==> config.mk <==
export PLATFORM = sky130hd
export DESIGN_NAME = sbr_div_stage
export DESIGN_NICKNAME = d
export VERILOG_FILES = /design/src/design/sphere_bounce_reflect_top_assert.svh /design/src/design/sbr_pkg.sv /design/src/design/sbr_div_stage.sv
export SDC_FILE = /design/constraint.sdc
export NUM_CORES = 1
export LEC_CHECK = 0
export ABC_CLOCK_PERIOD_IN_PS = 7410
export BUFFER_PORTS_ARGS = -buffer_cell sky130_fd_sc_hd__buf_2
export CAP_MARGIN = 20
export CORE_AREA = 2 2 620 622
export DETAILED_ROUTE_END_ITERATION = 10
export DIE_AREA = 0 0 622 624
export SLEW_MARGIN = 20
export SYNTH_ARGS = -nofsm -noshare
export SYNTH_HDL_FRONTEND = slang
export SYNTH_SLANG_ARGS = --single-unit
==> constraint.sdc <==
create_clock -name clk -period 7.41 [get_ports clk]
set_clock_uncertainty 0.15 [all_clocks]
set_input_delay 1.482 -clock clk [delete_from_list [all_inputs] [get_ports clk]]
set_output_delay 1.482 -clock clk [all_outputs]
set_load 0.02 [all_outputs]
==> src/design/sphere_bounce_reflect_top_assert.svh <==
// ----------------------------------------------------------------------------
// sphere_bounce_reflect_top_assert.svh
// Assertion macros for the sphere bounce block. Sampled on clk, off in reset.
// ----------------------------------------------------------------------------
`ifndef SPHERE_BOUNCE_REFLECT_TOP_ASSERT_SVH
`define SPHERE_BOUNCE_REFLECT_TOP_ASSERT_SVH

// Same-cycle implication.
`define SBR_ASSERT_IMPL(label, ante, cons) \
  label: assert property (@(posedge clk) disable iff (!rst_n) (ante) |-> (cons)) \
    else $error("sbr: same-cycle check failed");

// Next-cycle implication.
`define SBR_ASSERT_NEXT(label, ante, cons) \
  label: assert property (@(posedge clk) disable iff (!rst_n) (ante) |=> (cons)) \
    else $error("sbr: next-cycle check failed");

`endif

==> src/design/sbr_pkg.sv <==
// ----------------------------------------------------------------------------
// sbr_pkg
// Shared types, constants and helpers of the sphere bounce pipeline.
// ----------------------------------------------------------------------------
package sbr_pkg;

  localparam int SQ_STEPS  = 32;  // one root bit per stage
  localparam int DIV_STEPS = 31;  // one quotient bit per stage

  localparam logic [2:0] REG_CENTER_X = 3'd0;
  localparam logic [2:0] REG_CENTER_Y = 3'd1;
  localparam logic [2:0] REG_CENTER_Z = 3'd2;
  localparam logic [2:0] REG_RADIUS   = 3'd3;
  localparam logic [2:0] REG_DAMPING  = 3'd4;

  localparam logic [17:0] DAMP_RESET = 18'd65536;

  typedef struct packed {
    logic [2:0][31:0] p;
    logic [2:0][31:0] v;
    logic [2:0]       nneg;
    logic             hit;
  } item_t;

  typedef struct packed {
    item_t            item;
    logic [63:0]      x;     // radicand, consumed two bits per stage
    logic [35:0]      rem;
    logic [31:0]      root;
    logic [2:0][30:0] nmag;
    logic [2:0][61:0] rn;    // radius * |n|
  } sq_t;

  typedef struct packed {
    item_t            item;
    logic [30:0]      d;
    logic [5:0][30:0] rem;
    logic [5:0][30:0] lo;
    logic [5:0][30:0] quo;
  } dv_t;

  typedef struct packed {
    logic [2:0][31:0] new_pos;
    logic [2:0][31:0] new_vel;
    logic             bounced;
  } out_t;

  function automatic logic [31:0] sat33(input logic [32:0] x);
    logic [31:0] r;
    if (x[32] == x[31]) r = x[31:0];
    else r = x[32] ? 32'h8000_0000 : 32'h7fff_ffff;
    return r;
  endfunction

  function automatic logic [31:0] sat39(input logic [38:0] x);
    logic [31:0] r;
    if (x[38:31] == {8{x[31]}}) r = x[31:0];
    else r = x[38] ? 32'h8000_0000 : 32'h7fff_ffff;
    return r;
  endfunction

endpackage

==> src/design/sbr_div_stage.sv <==
// ----------------------------------------------------------------------------
// sbr_div_stage
// One restoring-division step for all six lanes sharing the divisor r.
// ----------------------------------------------------------------------------
module sbr_div_stage import sbr_pkg::*; (
  input  logic clk,
  input  logic rst_n,
  input  logic en,
  input  logic in_valid,
  input  dv_t  in_d,
  output logic out_valid,
  output dv_t  out_d
);

  dv_t st_r, st_nxt;
  logic valid_r;
  logic [5:0][31:0] t;
  logic [5:0] ge;

  always_comb begin
    st_nxt = in_d;
    for (int j = 0; j < 6; j++) begin
      t[j]  = {in_d.rem[j], in_d.lo[j][30]};
      ge[j] = t[j] >= {1'b0, in_d.d};
      st_nxt.rem[j] = ge[j] ? 31'(t[j] - {1'b0, in_d.d}) : t[j][30:0];
      st_nxt.lo[j]  = {in_d.lo[j][29:0], 1'b0};
      st_nxt.quo[j] = {in_d.quo[j][29:0], ge[j]};
    end
  end

  always_ff @(posedge clk) begin
    if (!rst_n) begin
      valid_r <= 1'b0;
    end else if (en) begin
      valid_r <= in_valid;
    end
  end

  always_ff @(posedge clk) begin
    if (en) begin
      st_r <= st_nxt;
    end
  end

  assign out_valid = valid_r;
  assign out_d     = st_r;

endmodule

* After elaboration in Yosys (flattened, before gate mapping)
Index checks and enable logic that the tools add are counted.
Word-level totals: bits in registers 780, output and inout port bits 786, logic and storage cells 46
Cells by class: $add $sub $neg 6, magnitude comparators 6, mux-type cells 6
Operators with widths (count):
- >= comparator 32 x 31 -> 1 bit | 6
- two-way mux 31 bit | 6
- subtractor 31 bit | 6

* Longest topological paths before layout
depth after elaboration 2, mapped depth 15, gate-level depth less buffers 13

* Least setup slack after synthesis
Ideal clock, no wire load.
kind input to register, start point input port in_d[247] (netlist bit), end point register st_r, in the netlist out_d[420], data pin, library setup time 0.260 ns, arrival time 4.211 ns, data required time 7.000 ns, setup slack 2.789 ns, cell stages on the path 13, buffers on the path 1, cells stage by stage inv_1 > ha_1 > fa_1 > nand2b_1 > a21boi_0 > o21ai_0 > a211oi_1 > o2111ai_1 > a31oi_1 > nor2_1 > o21ai_1 > buf_2 > mux2_2
RTL lines:
- from (decl) | RTL line sbr_div_stage.sv:10 | input dv_t in_d,
- to (signal assigned) | RTL line sbr_div_stage.sv:41 | st_r <= st_nxt;
- to (decl) | RTL line sbr_div_stage.sv:15 | dv_t st_r, st_nxt;

==> results.cfg <==
[timing]
hold_viol = 0
timing.final.crit_share_pct = 68.1
slew_viol_final = 0
timing.fmax_mhz = 198
fin_crit_ns = 5.04
setup_viol = 0
grt_setup_unrepaired = no
tightest_slew_ns = 1.06
relSlewSlack_pct = 29.3
setup_tns_ns = 0

[logic_synthesis]
synth-compound-area-share_pct = 10.9
synth_fa_ha_area_share_pct = 7.05
yosys-top-cells-area = edfxtp_1 (67%), ha_1 (6.7%), a21oi_1 (3.0%)
yosys.area_share.simple_pct = 6.30
synth_area_um2 = 34700
ys_warn_count = 0
synth-xor-area-share_pct = 4.19
synthFlopType = edfxtp_1
syn_inst = 2414
synth_top_family_by_area = compound AO/OA/AOI/OAI gates
synthTopCellsByCount = edfxtp_1 (779), a21oi_1 (206), ha_1 (186), nand2_1 (157), nor2_1 (138)
synth_edf_count = 779
synth_top_cell_by_area = edfxtp_1
ys_seq_area_share_pct = 67.5
synth-async-reset-ratio_pct = 0
yosys.cell_count.top_type = edfxtp_1
avgSynthCellArea_um2 = 14.4
synthDistinctLibCells = 81
yosysTopAreaCellShare_pct = 67.4
muxShareOfSynthArea_pct = 2.38
ys_seq_elements = 780

[pwr]
power_frac_seq_pct = 39.1
p_per_area_nw_per_um2 = 271
sw_frac_of_total_pct = 33.6
p_int_mw = 9.52
pwr-share-comb_pct = 22.1
vdd_drop_max_v = 0.000191
p_leak_nw = 21.1
power.share.clock_pct = 38.8
p_switching_mw = 4.82

[setup_path]
cp.arrival_ns = 5.45
cp_slowest_stage_delay_ns = 0.60
path_max_fanout = 22
reg2reg_to = out_valid
crit_start = in_d[558]
crit_chain = buf_2 > ha_1 > fa_1 > inv_1 > a21oi_1 > o211a_1 > o31ai_1 > a21oi_2 > o31a_1 > o21ai_1 > a211o_1 > a41oi_4 > buf_12 > mux2_2
cp-endpoint = out_d[452]
r2r_slack_ns = 6.64
worst-path-stages = 14
crit_slowest_cell = a41oi_4
cp.buffers_inverters = 3
crit_required_ns = 7.81
crit_type = in2reg
startpoint_type = input pin
rr_worst_depth = 2
r2r-start = out_valid
cp_top_family = compound AO/OA/AOI/OAI gates
critPathCaptureType = flop

[clocking]
clock_latency_ns = 0.89
cts_buffers = 108
cts_tree = built
cts_root_buf = clkbuf_16
ctsHoldBuffers = 0
cts_htree_levels = 3
clkTransAtPathRegs_ns = 0.06
ctsResizeCount = 0
cts_setup_buffers = 0
cts.sinks = 780
clk_path_buf_depth = 4

[routing]
first_iter_violations = 2424
vias = 29625
post_drt_wl_per_cell_um = 33.7
ant_nets = 0
wl_um = 314000
drc = 0
via_per_inst = 3.18
drt-pass1-iter-count = 5

[placement]
dp_hpwl_um = 274000
port_buffers = 1562
place_area_um2 = 49100
gp_congestion = 0.964
dp.cells = 9021

[floorplan]
coreArea_um2 = 381000
dieWidth_um = 622
initial_core_util_pct = 9.10
die_h_um = 624
ios = 1575
dieArea_um2 = 388000
std_cell_rows = 227

[global_routing]
grt-ovfl-total = 0
grt_max_degree = 158
grt_pass1_vias = 27661
grt_use_total_pct = 15.5
antenna_found_initial = 229
grt_pass1_wl_um = 371000

[cells_and_area]
final_cells = 9306
final_cell_area_um2 = 52900
finish.utilization_pct = 13.9
nets = 5074
seqCellArea_um2 = 23400
area_growth_pct = 52.6
n_fill_cell = 43091
drive_gt1_share_pct = 45.1
multi_input_area_um2 = 10800

[run]
maxCapViolations = 0

[status]
run_status = finished, final reports clean

[min_path]
hold_class = reg2reg
[kinds of logic (layout without fill, tap and decap cells)]
| group | after synthesis | after routing |
|---|---|---|
| AND/OR/NAND/NOR | 469 | 469 |
| adder cells (fa/ha/maj) | 192 | 192 |
| multiplexers | 74 | 74 |
| buffers and inverters | 133 | 1894 |
| flip-flops | 780 | 780 |
| XOR/XNOR | 166 | 166 |
| other | 1 | 94 |
| AO/OA/AOI/OAI | 599 | 599 |
[worst register-to-register path, delay by kind of cell, from the launching register on]
kind	cells	cell delay, ns
flops	1	0.37
simple gates	1	0.11
mux	1	0.08
[per-stage QoR]
step / total power, mW / setup slack (ns) / hold WS [ns]
finish: 14.3 / 2.37 / 0.410
CTS: 14.7 / 2.35 / 0.423
floorplan: 7.05 / 2.79 / 0.439
detailed placement: 8.92 / 1.44 / 0.415
global placement: 8.93 / 1.38 / 0.405
global route: 14.9 / 2.15 / 0.454
[how the worst min path moves through the flow]
stage	slack, ns	start	cells after the start	to
final	0.41	out_valid	2	out_valid
after global placement	0.40	out_valid	2	out_valid
after detailed placement	0.41	out_valid	2	out_valid
after CTS	0.42	out_valid	2	out_valid
after floorplan	0.44	out_valid	2	out_valid
after global routing	0.45	out_valid	2	out_valid
[flip-flops by register name, summed over array words and instances, names as in the netlist]
name,count
out_valid,1
out_d,779
[per-layer routing]
metal,GRT usage [%],up-vias,wire length (um)
li1,-,12726,-
met4,7.84,30,19800
met3,5.08,580,25900
met2,28.1,1747,159000
met1,15.9,14542,108000
met5,0,-,184
[area by class of cell]
type / instances / share of cell area (%)
sequential: 780 / 44.2
multi-input combinational: 1506 / 20.3
timing repair buffer: 1612 / 15.6
tap: 5038 / 11.9
clock buffer: 127 / 5.34
clock inverter: 70 / 1.57
inverter: 85 / 0.603
antenna: 88 / 0.416
[placed cells by master, fill, tap and decap left out, types with 14 or more instances in the layout]
cell	count
nand3_1	27
clkinv_1	17
xor2_1	79
xnor2_1	87
buf_4	45
inv_2	19
o21a_1	21
o21bai_1	27
clkinv_2	14
inv_1	59
nand4_1	27
a211oi_1	17
ha_1	186
a21oi_1	206
nor3_1	17
o21ai_0	123
nor2b_1	26
nand2_1	157
mux2_2	63
diode_2	88
nor2_1	138
clkbuf_16	108
a21o_1	92
clkbuf_1	14
edfxtp_1	779
and3_1	19
buf_2	1561
nand2b_1	19
a31oi_1	21
[power groups by stage]
stage	Combinational (mW)	Sequential [mW]	Clock, mW
final	3.17	5.61	5.56
after global routing	3.36	5.64	5.90
after CTS	3.24	5.61	5.81
after detailed placement	3.23	5.69	0
after global placement	3.23	5.70	0
after floorplan	0.888	6.16	0
Power figures use the tool's default switching activity.
