===== config.mk =====
export PLATFORM = sky130hd
export DESIGN_NAME = sbr_sqrt_stage
export DESIGN_NICKNAME = d
export VERILOG_FILES = /design/src/design/sphere_bounce_reflect_top_assert.svh /design/src/design/sbr_pkg.sv /design/src/design/sbr_sqrt_stage.sv
export SDC_FILE = /design/constraint.sdc
export NUM_CORES = 1
export LEC_CHECK = 0
export BUFFER_PORTS_ARGS = -buffer_cell sky130_fd_sc_hd__buf_2
export CORE_AREA = 2 2 470 472
export CTS_CLUSTER_SIZE = 24
export DETAILED_ROUTE_END_ITERATION = 12
export DIE_AREA = 0 0 472 474
export GPL_TIMING_DRIVEN = 0
export PLACE_DENSITY_LB_ADDON = 0.2
export SETUP_SLACK_MARGIN = 0.5
export SYNTH_ARGS = -nofsm -noshare
export SYNTH_HDL_FRONTEND = slang
export SYNTH_SLANG_ARGS = --single-unit

===== constraint.sdc =====
create_clock -name clk -period 6.8 [get_ports clk]
set_input_delay 0.68 -clock clk [delete_from_list [all_inputs] [get_ports clk]]
set_output_delay 0.68 -clock clk [all_outputs]
set_load 0.005 [all_outputs]

===== src/design/sphere_bounce_reflect_top_assert.svh =====
// ----------------------------------------------------------------------------
// sphere_bounce_reflect_top_assert.svh
// Assertion macros for the sphere bounce block. Sampled on clk, off in reset.
// ----------------------------------------------------------------------------
`ifndef SPHERE_BOUNCE_REFLECT_TOP_ASSERT_SVH
`define SPHERE_BOUNCE_REFLECT_TOP_ASSERT_SVH

// Same-cycle implication.
`define SBR_ASSERT_IMPL(label, ante, cons) \
  label: assert property (@(posedge clk) disable iff (!rst_n) (ante) |-> (cons)) \
    else $error("sbr: same-cycle check failed");

// Next-cycle implication.
`define SBR_ASSERT_NEXT(label, ante, cons) \
  label: assert property (@(posedge clk) disable iff (!rst_n) (ante) |=> (cons)) \
    else $error("sbr: next-cycle check failed");

`endif


===== src/design/sbr_pkg.sv =====
// ----------------------------------------------------------------------------
// sbr_pkg
// Shared types, constants and helpers of the sphere bounce pipeline.
// ----------------------------------------------------------------------------
package sbr_pkg;

  localparam int SQ_STEPS  = 32;  // one root bit per stage
  localparam int DIV_STEPS = 31;  // one quotient bit per stage

  localparam logic [2:0] REG_CENTER_X = 3'd0;
  localparam logic [2:0] REG_CENTER_Y = 3'd1;
  localparam logic [2:0] REG_CENTER_Z = 3'd2;
  localparam logic [2:0] REG_RADIUS   = 3'd3;
  localparam logic [2:0] REG_DAMPING  = 3'd4;

  localparam logic [17:0] DAMP_RESET = 18'd65536;

  typedef struct packed {
    logic [2:0][31:0] p;
    logic [2:0][31:0] v;
    logic [2:0]       nneg;
    logic             hit;
  } item_t;

  typedef struct packed {
    item_t            item;
    logic [63:0]      x;     // radicand, consumed two bits per stage
    logic [35:0]      rem;
    logic [31:0]      root;
    logic [2:0][30:0] nmag;
    logic [2:0][61:0] rn;    // radius * |n|
  } sq_t;

  typedef struct packed {
    item_t            item;
    logic [30:0]      d;
    logic [5:0][30:0] rem;
    logic [5:0][30:0] lo;
    logic [5:0][30:0] quo;
  } dv_t;

  typedef struct packed {
    logic [2:0][31:0] new_pos;
    logic [2:0][31:0] new_vel;
    logic             bounced;
  } out_t;

  function automatic logic [31:0] sat33(input logic [32:0] x);
    logic [31:0] r;
    if (x[32] == x[31]) r = x[31:0];
    else r = x[32] ? 32'h8000_0000 : 32'h7fff_ffff;
    return r;
  endfunction

  function automatic logic [31:0] sat39(input logic [38:0] x);
    logic [31:0] r;
    if (x[38:31] == {8{x[31]}}) r = x[31:0];
    else r = x[38] ? 32'h8000_0000 : 32'h7fff_ffff;
    return r;
  endfunction

endpackage


===== src/design/sbr_sqrt_stage.sv =====
// ----------------------------------------------------------------------------
// sbr_sqrt_stage
// One step of the digit-by-digit integer square root, registered.
// ----------------------------------------------------------------------------
module sbr_sqrt_stage import sbr_pkg::*; (
  input  logic clk,
  input  logic rst_n,
  input  logic en,
  input  logic in_valid,
  input  sq_t  in_d,
  output logic out_valid,
  output sq_t  out_d
);

  sq_t st_r, st_nxt;
  logic valid_r;
  logic [35:0] rem_t, trial;
  logic ge;

  always_comb begin
    rem_t  = {in_d.rem[33:0], in_d.x[63:62]};
    trial  = {2'b00, in_d.root, 2'b01};
    ge     = rem_t >= trial;
    st_nxt = in_d;
    st_nxt.x    = {in_d.x[61:0], 2'b00};
    st_nxt.rem  = ge ? rem_t - trial : rem_t;
    st_nxt.root = {in_d.root[30:0], ge};
  end

  always_ff @(posedge clk) begin
    if (!rst_n) begin
      valid_r <= 1'b0;
    end else if (en) begin
      valid_r <= in_valid;
    end
  end

  always_ff @(posedge clk) begin
    if (en) begin
      st_r <= st_nxt;
    end
  end

  assign out_valid = valid_r;
  assign out_d     = st_r;

endmodule


== After elaboration in Yosys (flattened, before gate mapping) ==
Cells that the tools add are included.
W data, S select, Z words.

* Logic and storage cells: 21
* Input port bits: 611
* Register bits after elaboration: 606

* $lt $le $gt $ge: 1
* Muxes and demuxes: 1
* Add/subtract/negate cells: 1

{| class="wikitable"
|+ Operators by type and width
! operator !! count
|-
| $ge A36 B34 Y1 || 1
|-
| $mux W36 || 1
|-
| $sub A36 B34 Y36 || 1
|}

== Longest topological paths before layout ==
Gate-level depths: netlist (run 1).

* Depth in word-level cells: 2
* Depth in mapped cells: 12
* Mapped depth without buffers: 10

== Worst setup path after synthesis (run 1) ==
Ideal clock, no wire load.

* Path kind: input-to-reg
* Start point: input in_d[289] (netlist bit)
* End point: register st_r, in the netlist out_d[346], data pin
* Data required time: 6.540 ns
* Cell stages on the path: 9
* Data arrival time: 2.696 ns
* Buffers on the path: 0
* Path slack: 3.844 ns
* Cells stage by stage: inv_1 > ha_1 > a21oi_1 > o21ai_0 > a2111oi_4 > nand4_2 > a311oi_2 > o21ai_1 > mux2_4

{| class="wikitable"
|+ RTL lines
! what !! RTL line !! source
|-
| start: declaration || sbr_sqrt_stage.sv:10 || <nowiki>input sq_t in_d,</nowiki>
|-
| end signal: assignment || sbr_sqrt_stage.sv:40 || <nowiki>st_r <= st_nxt;</nowiki>
|-
| end: declaration || sbr_sqrt_stage.sv:15 || <nowiki>sq_t st_r, st_nxt;</nowiki>
|}

==> results.md, run 1 <==
- The run finished with clean final reports.
- The clock tree from TritonCTS is yes.
- The multi-input combinational cells in the finished layout cover a total of 2320 um^2.
- The DRC violation count after routing is 0.
- The overall via count from detail_route is ~16000.
- The tool flagged a number of max-cap violations equal to 0.
- The number of endpoints failing setup at the final stage is 0.
- The kind of start point of the critical path is a primary input.
- The maximum frequency from static timing analysis is 320 MHz.
- The final net count is just under 3000.
- After detailed routing, no signal wire sits above met5.
- The count of standard-cell rows is around 170.
- The minimum clock period after layout is 3.13 ns.
- The number of distinct library cells after synthesis is 65.
- The worst hold path belongs to the class in -> reg.
- On the worst path, the slowest cell contributes a delay of 0.62 ns.
- The arrival time reported for the critical path endpoint is around 3.5 ns.
- The worst path required time is 7.22 ns.
- In the final routing, the length of wire on met1 measures around 52 mm.
- The utilization of the core after routing is 0.153.
- The via count of the first global-routing pass is approximately 16000.
- In this run, synthesis produced a sequential element count of ~610.
- The first-pass iteration count of the detailed router is 5.
- The cell with the biggest individual delay on the critical path is sky130_fd_sc_hd__nor4_1.
- VDD sags by at most around 0.17 mV.
- Fill cells in the final layout number 24500.
- The count of buffers inserted at the top-level ports is 1214.
- The share of the clock period used by the worst path after layout is 0.460.
- In this run the horizontal extent of the chip is 472 um.
- Of the post-synthesis cell area, the dominant cell type holds 0.875.
- The proportion of layout cells with a drive suffix above 1 is 0.582.
- The average detailed-routed wire length per instance is about 28 um.
- The endpoint type of the worst setup path is a flop.
- The storage element area is 18200 um^2.
- The vertical die dimension is 474 um.
- The number of pins with negative max-slew slack in the final report is 0.
- The synthesized design contains ~610 enable-type register cells.
- Once the clock tree was built, the resizer swapped 0 gates to a different size.
- The gate count after technology mapping is approximately 1000.
- The library cell appearing most often on the critical path is sky130_fd_sc_hd__buf_2.
- Counting along the longest clock path gives a buffer depth of 3.
- The top-level port count is around 1200.
- Counting the buffers created by CTS gives between 80 and 90.
- The initial antenna violation count is ~190.
- Each instance of the synthesized netlist takes up on average ~21 um^2.
- Setup repair after global routing left no endpoint under its margin.
- The worst clock skew on the final layout is 0 ns.
- The first global-routing pass estimated 181 mm of wire.
- Grouping stages by cell kind, the critical path spends the most delay in simple AND/OR/NAND/NOR gates.
- The met2 wire length is around 70 mm.
- The residual antenna-violating net count after detailed routing is 0.
- The total standard cell area after synthesis is 20800 um^2.
- The insertion delay of the later-clocked pin in the worst-skew pair is roughly 0.70 ns.
- The total power per unit cell area is 310 nW/um^2.
- The count of cells along the worst register-to-register path is 2.
- Counting every sink on the clock net gives ~610.
- The accumulated negative setup slack is 0 ns.
- By area the synthesized netlist is led by sky130_fd_sc_hd__edfxtp_1 (87%), sky130_fd_sc_hd__ha_1 (2.0%), sky130_fd_sc_hd__a21oi_1 (1.4%).
- For this run, the number of Yosys warnings is 0.
- The routed via count divided by cell count is just under 3.
- The transition time at the pin with the least slew margin is 0.726 ns.
- Walking the worst path, the cells encountered are buf_2 > inv_1 > ha_1 > nand4_1 > nor4_1 > o21ai_0 > and2_1 > a21oi_4 > buf_2 > buf_4 > a21oi_1.
- In the global route stage, overall resource usage came out at 0.128.
- For this run, the leading register cell type out of synthesis is sky130_fd_sc_hd__edfxtp_1.
- The final hold violation count is 0.
- The CTS H-tree depth is 3.
- With fillers left out, the area of the finished cells amounts to between 30000 and 40000 um^2.
- The leakage dissipation is 13.4 nW.
- The number of buffers and inverters on the critical path is 4.
- The instance count along the most critical hold path is 1.
- The HPWL reported at the end of detailed placement is approximately 130 mm.
- The leftover overflow at the end of global routing is 0.
- The floorplan step defined a core boundary enclosing about 220000 um^2.
- The die covers between 200000 and 250000 um^2.
- The clock edge transition at the registers on the reported setup and hold paths is 0.06 ns.
- The iteration-0 DRC count of the detailed router is 956.
- At the end of routability-driven placement, the weighted congestion stood at 0.877.
- The library cell used as clock root buffer is sky130_fd_sc_hd__clkbuf_16.
- Buffers inserted to repair hold after CTS numbered 0.
- For this run, the register share of the synthesized area comes to 0.876.
- The starting utilization of the core area is 0.0950.
- The routed wire length is roughly 150 mm.
- The path length in cells of the critical path is 11.
- Counting flops with an async set or reset pin after synthesis yields a share of 0.
- Wire segments on met3 add up to ~22 mm in the final route.
- The maximum number of pins on one net before global-route repair is 98.
- The signed area change from the synthesized netlist to the final layout is 61.5%.
- The worst setup path is of the in -> reg kind.
- The post-CTS setup buffer count is 0.
- In this run the worst path has a maximum fanout of 10.
- The leading area contributor after synthesis is sky130_fd_sc_hd__edfxtp_1.
- The worst slew slack as a fraction of its limit is 0.516.
- The area after detailed placement is a little over 30000 um^2.
-- through the flow --
step,setup slack [ns],hold WS [ns],total power [W],instances
2_1_floorplan,3.84,0.507,0.00489,1002
3_3_place_gp,-6.51,0.515,0.00595,5087
3_5_place_dp,2.94,0.519,0.00587,5094
4_1_cts,3.71,0.000492,0.0107,5251
5_1_grt,3.54,0.0299,0.0109,5258
6_report,3.67,0.119,0.0104,5273
-- cell usage after synthesis (all sizes together), types with 5 or more instances --
cell / n
o21a: 5
ha: 34
mux2: 11
o21ai: 25
and3: 5
nor3: 7
nand3: 9
nor2: 37
inv: 36
buf: 17
a21oi: 62
nand4: 9
a21o: 9
xor2: 17
nand2: 30
clkbuf: 8
o21bai: 5
nor2b: 7
xnor2: 16
edfxtp: 605
-- power by group --
group	total, W	internal [W]	switching, W
registers	0.00456	0.00448	0.0000872
clock network	0.00468	0.00266	0.00202
logic	0.00117	0.000439	0.000731
-- sequential cells by signal, indices dropped and copies added, names as in the netlist --
register	flops
out_d	605
out_valid	1
-- placed cells by master, fill, tap and decap left out, types with 4 or more instances in the layout --
| cell | instances |
|---|---|
| sky130_fd_sc_hd__buf_2 | 1223 |
| sky130_fd_sc_hd__nand3_1 | 8 |
| sky130_fd_sc_hd__xor2_1 | 17 |
| sky130_fd_sc_hd__o21a_1 | 5 |
| sky130_fd_sc_hd__nor2b_1 | 7 |
| sky130_fd_sc_hd__ha_1 | 34 |
| sky130_fd_sc_hd__xnor2_1 | 16 |
| sky130_fd_sc_hd__nand4_1 | 8 |
| sky130_fd_sc_hd__clkinv_1 | 13 |
| sky130_fd_sc_hd__mux2_1 | 9 |
| sky130_fd_sc_hd__clkinvlp_4 | 11 |
| sky130_fd_sc_hd__diode_2 | 22 |
| sky130_fd_sc_hd__clkbuf_16 | 86 |
| sky130_fd_sc_hd__bufinv_16 | 8 |
| sky130_fd_sc_hd__clkbuf_1 | 22 |
| sky130_fd_sc_hd__a21oi_1 | 60 |
| sky130_fd_sc_hd__buf_16 | 7 |
| sky130_fd_sc_hd__nand2_1 | 29 |
| sky130_fd_sc_hd__clkinv_2 | 10 |
| sky130_fd_sc_hd__buf_4 | 7 |
| sky130_fd_sc_hd__edfxtp_1 | 605 |
| sky130_fd_sc_hd__o21ai_0 | 22 |
| sky130_fd_sc_hd__nor3_1 | 7 |
| sky130_fd_sc_hd__o21bai_1 | 5 |
| sky130_fd_sc_hd__a21o_1 | 9 |
| sky130_fd_sc_hd__inv_6 | 4 |
| sky130_fd_sc_hd__inv_1 | 36 |
| sky130_fd_sc_hd__nor2_1 | 37 |
-- final timing paths --
| kind | start | to | slack (ns) |
|---|---|---|---|
| hold reg to reg | out_valid$_SDFFE_PN0P_ | out_valid$_SDFFE_PN0P_ | 0.53 |
| setup reg to reg | out_valid$_SDFFE_PN0P_ | out_valid$_SDFFE_PN0P_ | 6.20 |
| setup / recovery | in_d[300] | out_d[326]$_DFFE_PP_ | 3.67 |
| hold / removal | in_d[519] | out_d[519]$_DFFE_PP_ | 0.12 |
-- area by class of cell --
cell class                      count  area share
Antenna cell                       22     0.00164
Buffer                             25     0.00403
Clock buffer                      102      0.0659
Clock inverter                     55      0.0189
Inverter                           36     0.00403
Multi-Input combinational cell    335      0.0691
Sequential cell                   606       0.542
Tap cell                         2871       0.107
Timing Repair Buffer             1221       0.187
-- kinds of logic (layout without fill, tap and decap cells) --
| logic type | count (synthesis) | count (layout) | synth area share |
|---|---|---|---|
| flops | 606 | 606 | 0.876 |
| compound gates | 131 | 131 | 0.0403 |
| simple gates | 123 | 123 | 0.0299 |
| buf+inv | 61 | 1439 | 0.0130 |
| fa+ha+maj | 34 | 34 | 0.0205 |
| xor+xnor | 33 | 33 | 0.0139 |
| mux | 12 | 12 | 0.00663 |
| other cells | 1 | 24 | 0.000181 |
-- worst reg2reg max path: stages, from the launching register on --
cell	delay, ns
sky130_fd_sc_hd__dfxtp_1	0.31
sky130_fd_sc_hd__mux2i_1	0.13
sky130_fd_sc_hd__nor2b_1	0.06
-- metal layers --
| metal | global-route usage | vias up |
|---|---|---|
| met3 | 0.0830 | 383 |
| met4 | 0.0323 | 36 |
| met1 | 0.133 | 7474 |
| met2 | 0.214 | 1156 |
| li1 | - | 6572 |
| met5 | 0 | - |
Note: power is estimated with default switching activity, not from simulation.
==> run 2: changes to the inputs <==
CORE_AREA = 2 2 472 474   (was 2 2 470 472)
DIE_AREA = 0 0 474 476   (was 0 0 472 474)
clock period = 2.9 ns   (was 6.8 ns; I/O delays follow)
==> run 2 against run 1 <==
Compared with the run above: power up 150%; routed wire length down 1.3%; largest cell class unchanged; final area up 21%.
==> results.md, run 2 (synthesized netlist as in run 1, its figures left out) <==
- The top cell types in the final layout, fill and taps aside, are sky130_fd_sc_hd__buf_2 (1216), sky130_fd_sc_hd__dlygate4sd3_1 (607), sky130_fd_sc_hd__edfxtp_1 (605), sky130_fd_sc_hd__clkbuf_16 (89), sky130_fd_sc_hd__a21oi_1 (54).
- The signed area change from the synthesized netlist to the final layout is 95.2%.
- TritonCTS created 86 clock buffers.
- The iteration-0 DRC count of the detailed router is 789.
- The kind of start point of the critical path is a primary input.
- The final hold violation count is 0.
- The worst setup path is of the in -> reg kind.
- The flow ran to the end, and the final reports show no timing, DRC or antenna violations.
- The setup slack of the most critical reg-to-reg path is ~1.8 ns.
- The chip width is 474 um.
- The path class of the lowest-slack min-delay path is in -> reg.
- The TritonCTS sink count is 606.
- The worst stage delay on the critical path is 0.31 ns.
- The initial antenna violation count was 111.
- Once detail routing completed, the nets flagged for antenna violations numbered 0.
- The die covers around 230000 um^2.
- The clock tree from TritonCTS is yes.
- The leftover overflow at the end of global routing is 0.
- The top fanout value on the critical path is 7.
- The maximum frequency from static timing analysis is 415 MHz.
- The total power after layout is between 0.02 and 0.03 W.
- The routed wire length is around 150 mm.
- The library cell used as clock root buffer is sky130_fd_sc_hd__clkbuf_16.
- The insertion delay of the later-clocked pin in the worst-skew pair is just over 0.7 ns.
- The average detailed-routed wire length per instance is about 25 um.
- The total power per unit cell area is ~630 nW/um^2.
- The H-tree was split into 3 levels.
- The first-pass iteration count of the detailed router is 5.
- The DRC violation count after routing is 0.
- The global-route usage over all layers is 0.125.
- The worst slew slack as a fraction of its limit is 0.445.
- The number of buffers and inverters on the critical path is 5.
- The placeable core area is roughly 220000 um^2.
- The placed instances occupy a cell area of 31100 um^2.
- The HPWL reported at the end of detailed placement is approximately 120 mm.
- Entering global routing, the biggest net connects 98 pins.
- The final standard cell area without fillers is 40500 um^2.
- The starting utilization of the core area is 0.0940.
- The maximum ir drop on the vdd rail is 0.458 mV.
- The leading cell type in the layout, fill and taps excluded is sky130_fd_sc_hd__buf_2.
- The minimum clock period after layout is around 2.4 ns.
- The clock passes through at most 3 buffers.
- The wire length of the first global-routing pass is between 150 and 200 mm.
- Setup repair after global routing left no endpoint under its margin.
- Using the TritonRoute via totals, the vias-per-cell ratio works out to just under 3.
- The count of standard-cell rows is ~170.
- The number of pins with negative max-slew slack in the final report is 0.
- The die is about 480 um tall.
- On the critical path, the stage with the largest delay is an instance of sky130_fd_sc_hd__and3b_1.
- The critical path's top delay family is compound AO/OA/AOI/OAI gates.
- between 1000 and 1500 I/O pins were placed.
- After clock tree synthesis, the clock-pin slew on the worst setup and hold paths is 0.05 ns.
- The endpoint type of the worst setup path is a flop.
- The number of endpoints failing setup at the final stage is 0.
- Setup total negative slack on the finished layout was measured at 0 ns.
- The transition time at the pin with the least slew margin is 0.823 ns.
- The worst path required time is roughly 3.4 ns.
- The register with the most flip-flops in the layout has roughly 610 of them.
- The routability-driven placement congestion ratio is around 0.8.
- The library cell appearing most often on the critical path is sky130_fd_sc_hd__a21o_1.
- The via count of the first global-routing pass is between 15000 and 20000.
- Summed over all cells, the static leakage comes to between 15 and 20 nW.
- The overall via count from detail_route is about 17000.
- Buffers placed on the I/O ports in this run total 1214.
- In the finished design, the share of the clock period the worst path needs comes to 0.831.
- STA puts the critical path data arrival time at around 2.9 ns.
- The worst clock skew on the final layout is 0 ns.
- The signal on the critical path passes through buf_2 > inv_1 > ha_1 > clkbuf_1 > a21o_1 > a21o_1 > a21oi_1 > o21ai_1 > and3b_1 > a21oi_4 > buf_12 > buf_4 > nor2b_1 > mux2_4.
- In the final design database the tool counted around 3600 nets.
- Of the cells placed in the final design, the portion with a size suffix greater than 1 is 0.486.
- The tool flagged a number of max-cap violations equal to 0.
==> run 2: cell count changes in the layout (fill, tap and decap cells not counted), sizes merged <==
cell / before / now
dlygate4sd3: 0 / 607
buf: 1238 / 1248
clkinv: 29 / 35
clkbuf: 110 / 105
bufinv: 8 / 12
diode: 22 / 26
clkinvlp: 11 / 9
inv: 43 / 41
==> run 2: stage by stage <==
step	cells	utilization	hold WS, ns	setup WS [ns]
after floorplan	1002	-	0.389	0.380
after global placement	5191	0.140	0.466	-9.99
after detailed placement	5198	0.141	0.468	-1.24
after CTS	5966	0.182	0.0674	0.489
after global routing	5991	0.183	0.105	0.489
final	5999	0.183	0.162	0.489
==> run 2: tightest hold or removal path, cell delays in order <==
cell and delay (ns):
sky130_fd_sc_hd__buf_2 0.11, sky130_fd_sc_hd__ha_4 0.16, sky130_fd_sc_hd__xor2_1 0.07, sky130_fd_sc_hd__a21oi_1 0.13
==> run 2: what timing repair did <==
| action | 4_1_cts | 5_1_grt |
|---|---|---|
| hold endpoints to repair | 618 | 0 |
| gates cloned | 0 | 2 |
| buffers inserted | 6 | 5 |
| pin swaps | 6 | 7 |
| hold buffers | 607 | 0 |
| resized for setup | 30 | 19 |
| setup endpoints to repair | 37 | 37 |
==> run 2: metal layers <==
layer,vias to the layer above,global-route usage,share of wire
met4,28,0.0331,0.031
met1,8360,0.135,0.37
met2,943,0.212,0.48
li1,7821,-,-
met5,-,0,0.0012
met3,303,0.0659,0.12
==> run 2: worst paths after layout <==
| check | start | endpoint | cells after the start |
|---|---|---|---|
| max | in_d[306] | out_d[346]$_DFFE_PP_ | 14 |
| min | in_d[311] | out_d[313]$_DFFE_PP_ | 4 |
| max reg2reg | out_valid$_SDFFE_PN0P_ | out_valid$_SDFFE_PN0P_ | 3 |
| min reg2reg | out_valid$_SDFFE_PN0P_ | out_valid$_SDFFE_PN0P_ | 3 |
==> run 2: layout make-up <==
cell class	instances	area [um^2]
plain buffers	25	225
flip-flops and latches	606	18200
clock inverters	61	759
inverters	36	148
diodes	26	65.1
fillers	24300	180000
well taps	2975	3720
multi-input cells	335	2730
clock buffers	94	2200
repair buffers	1841	12500
==> run 2: report_power, final <==
group	leakage [nW]	internal, W	switching, W
Clock	1.41	0.00662	0.00473
Combinational	8.85	0.00170	0.00198
Sequential	5.93	0.0105	0.000203
Total	16.2	0.0188	0.00692
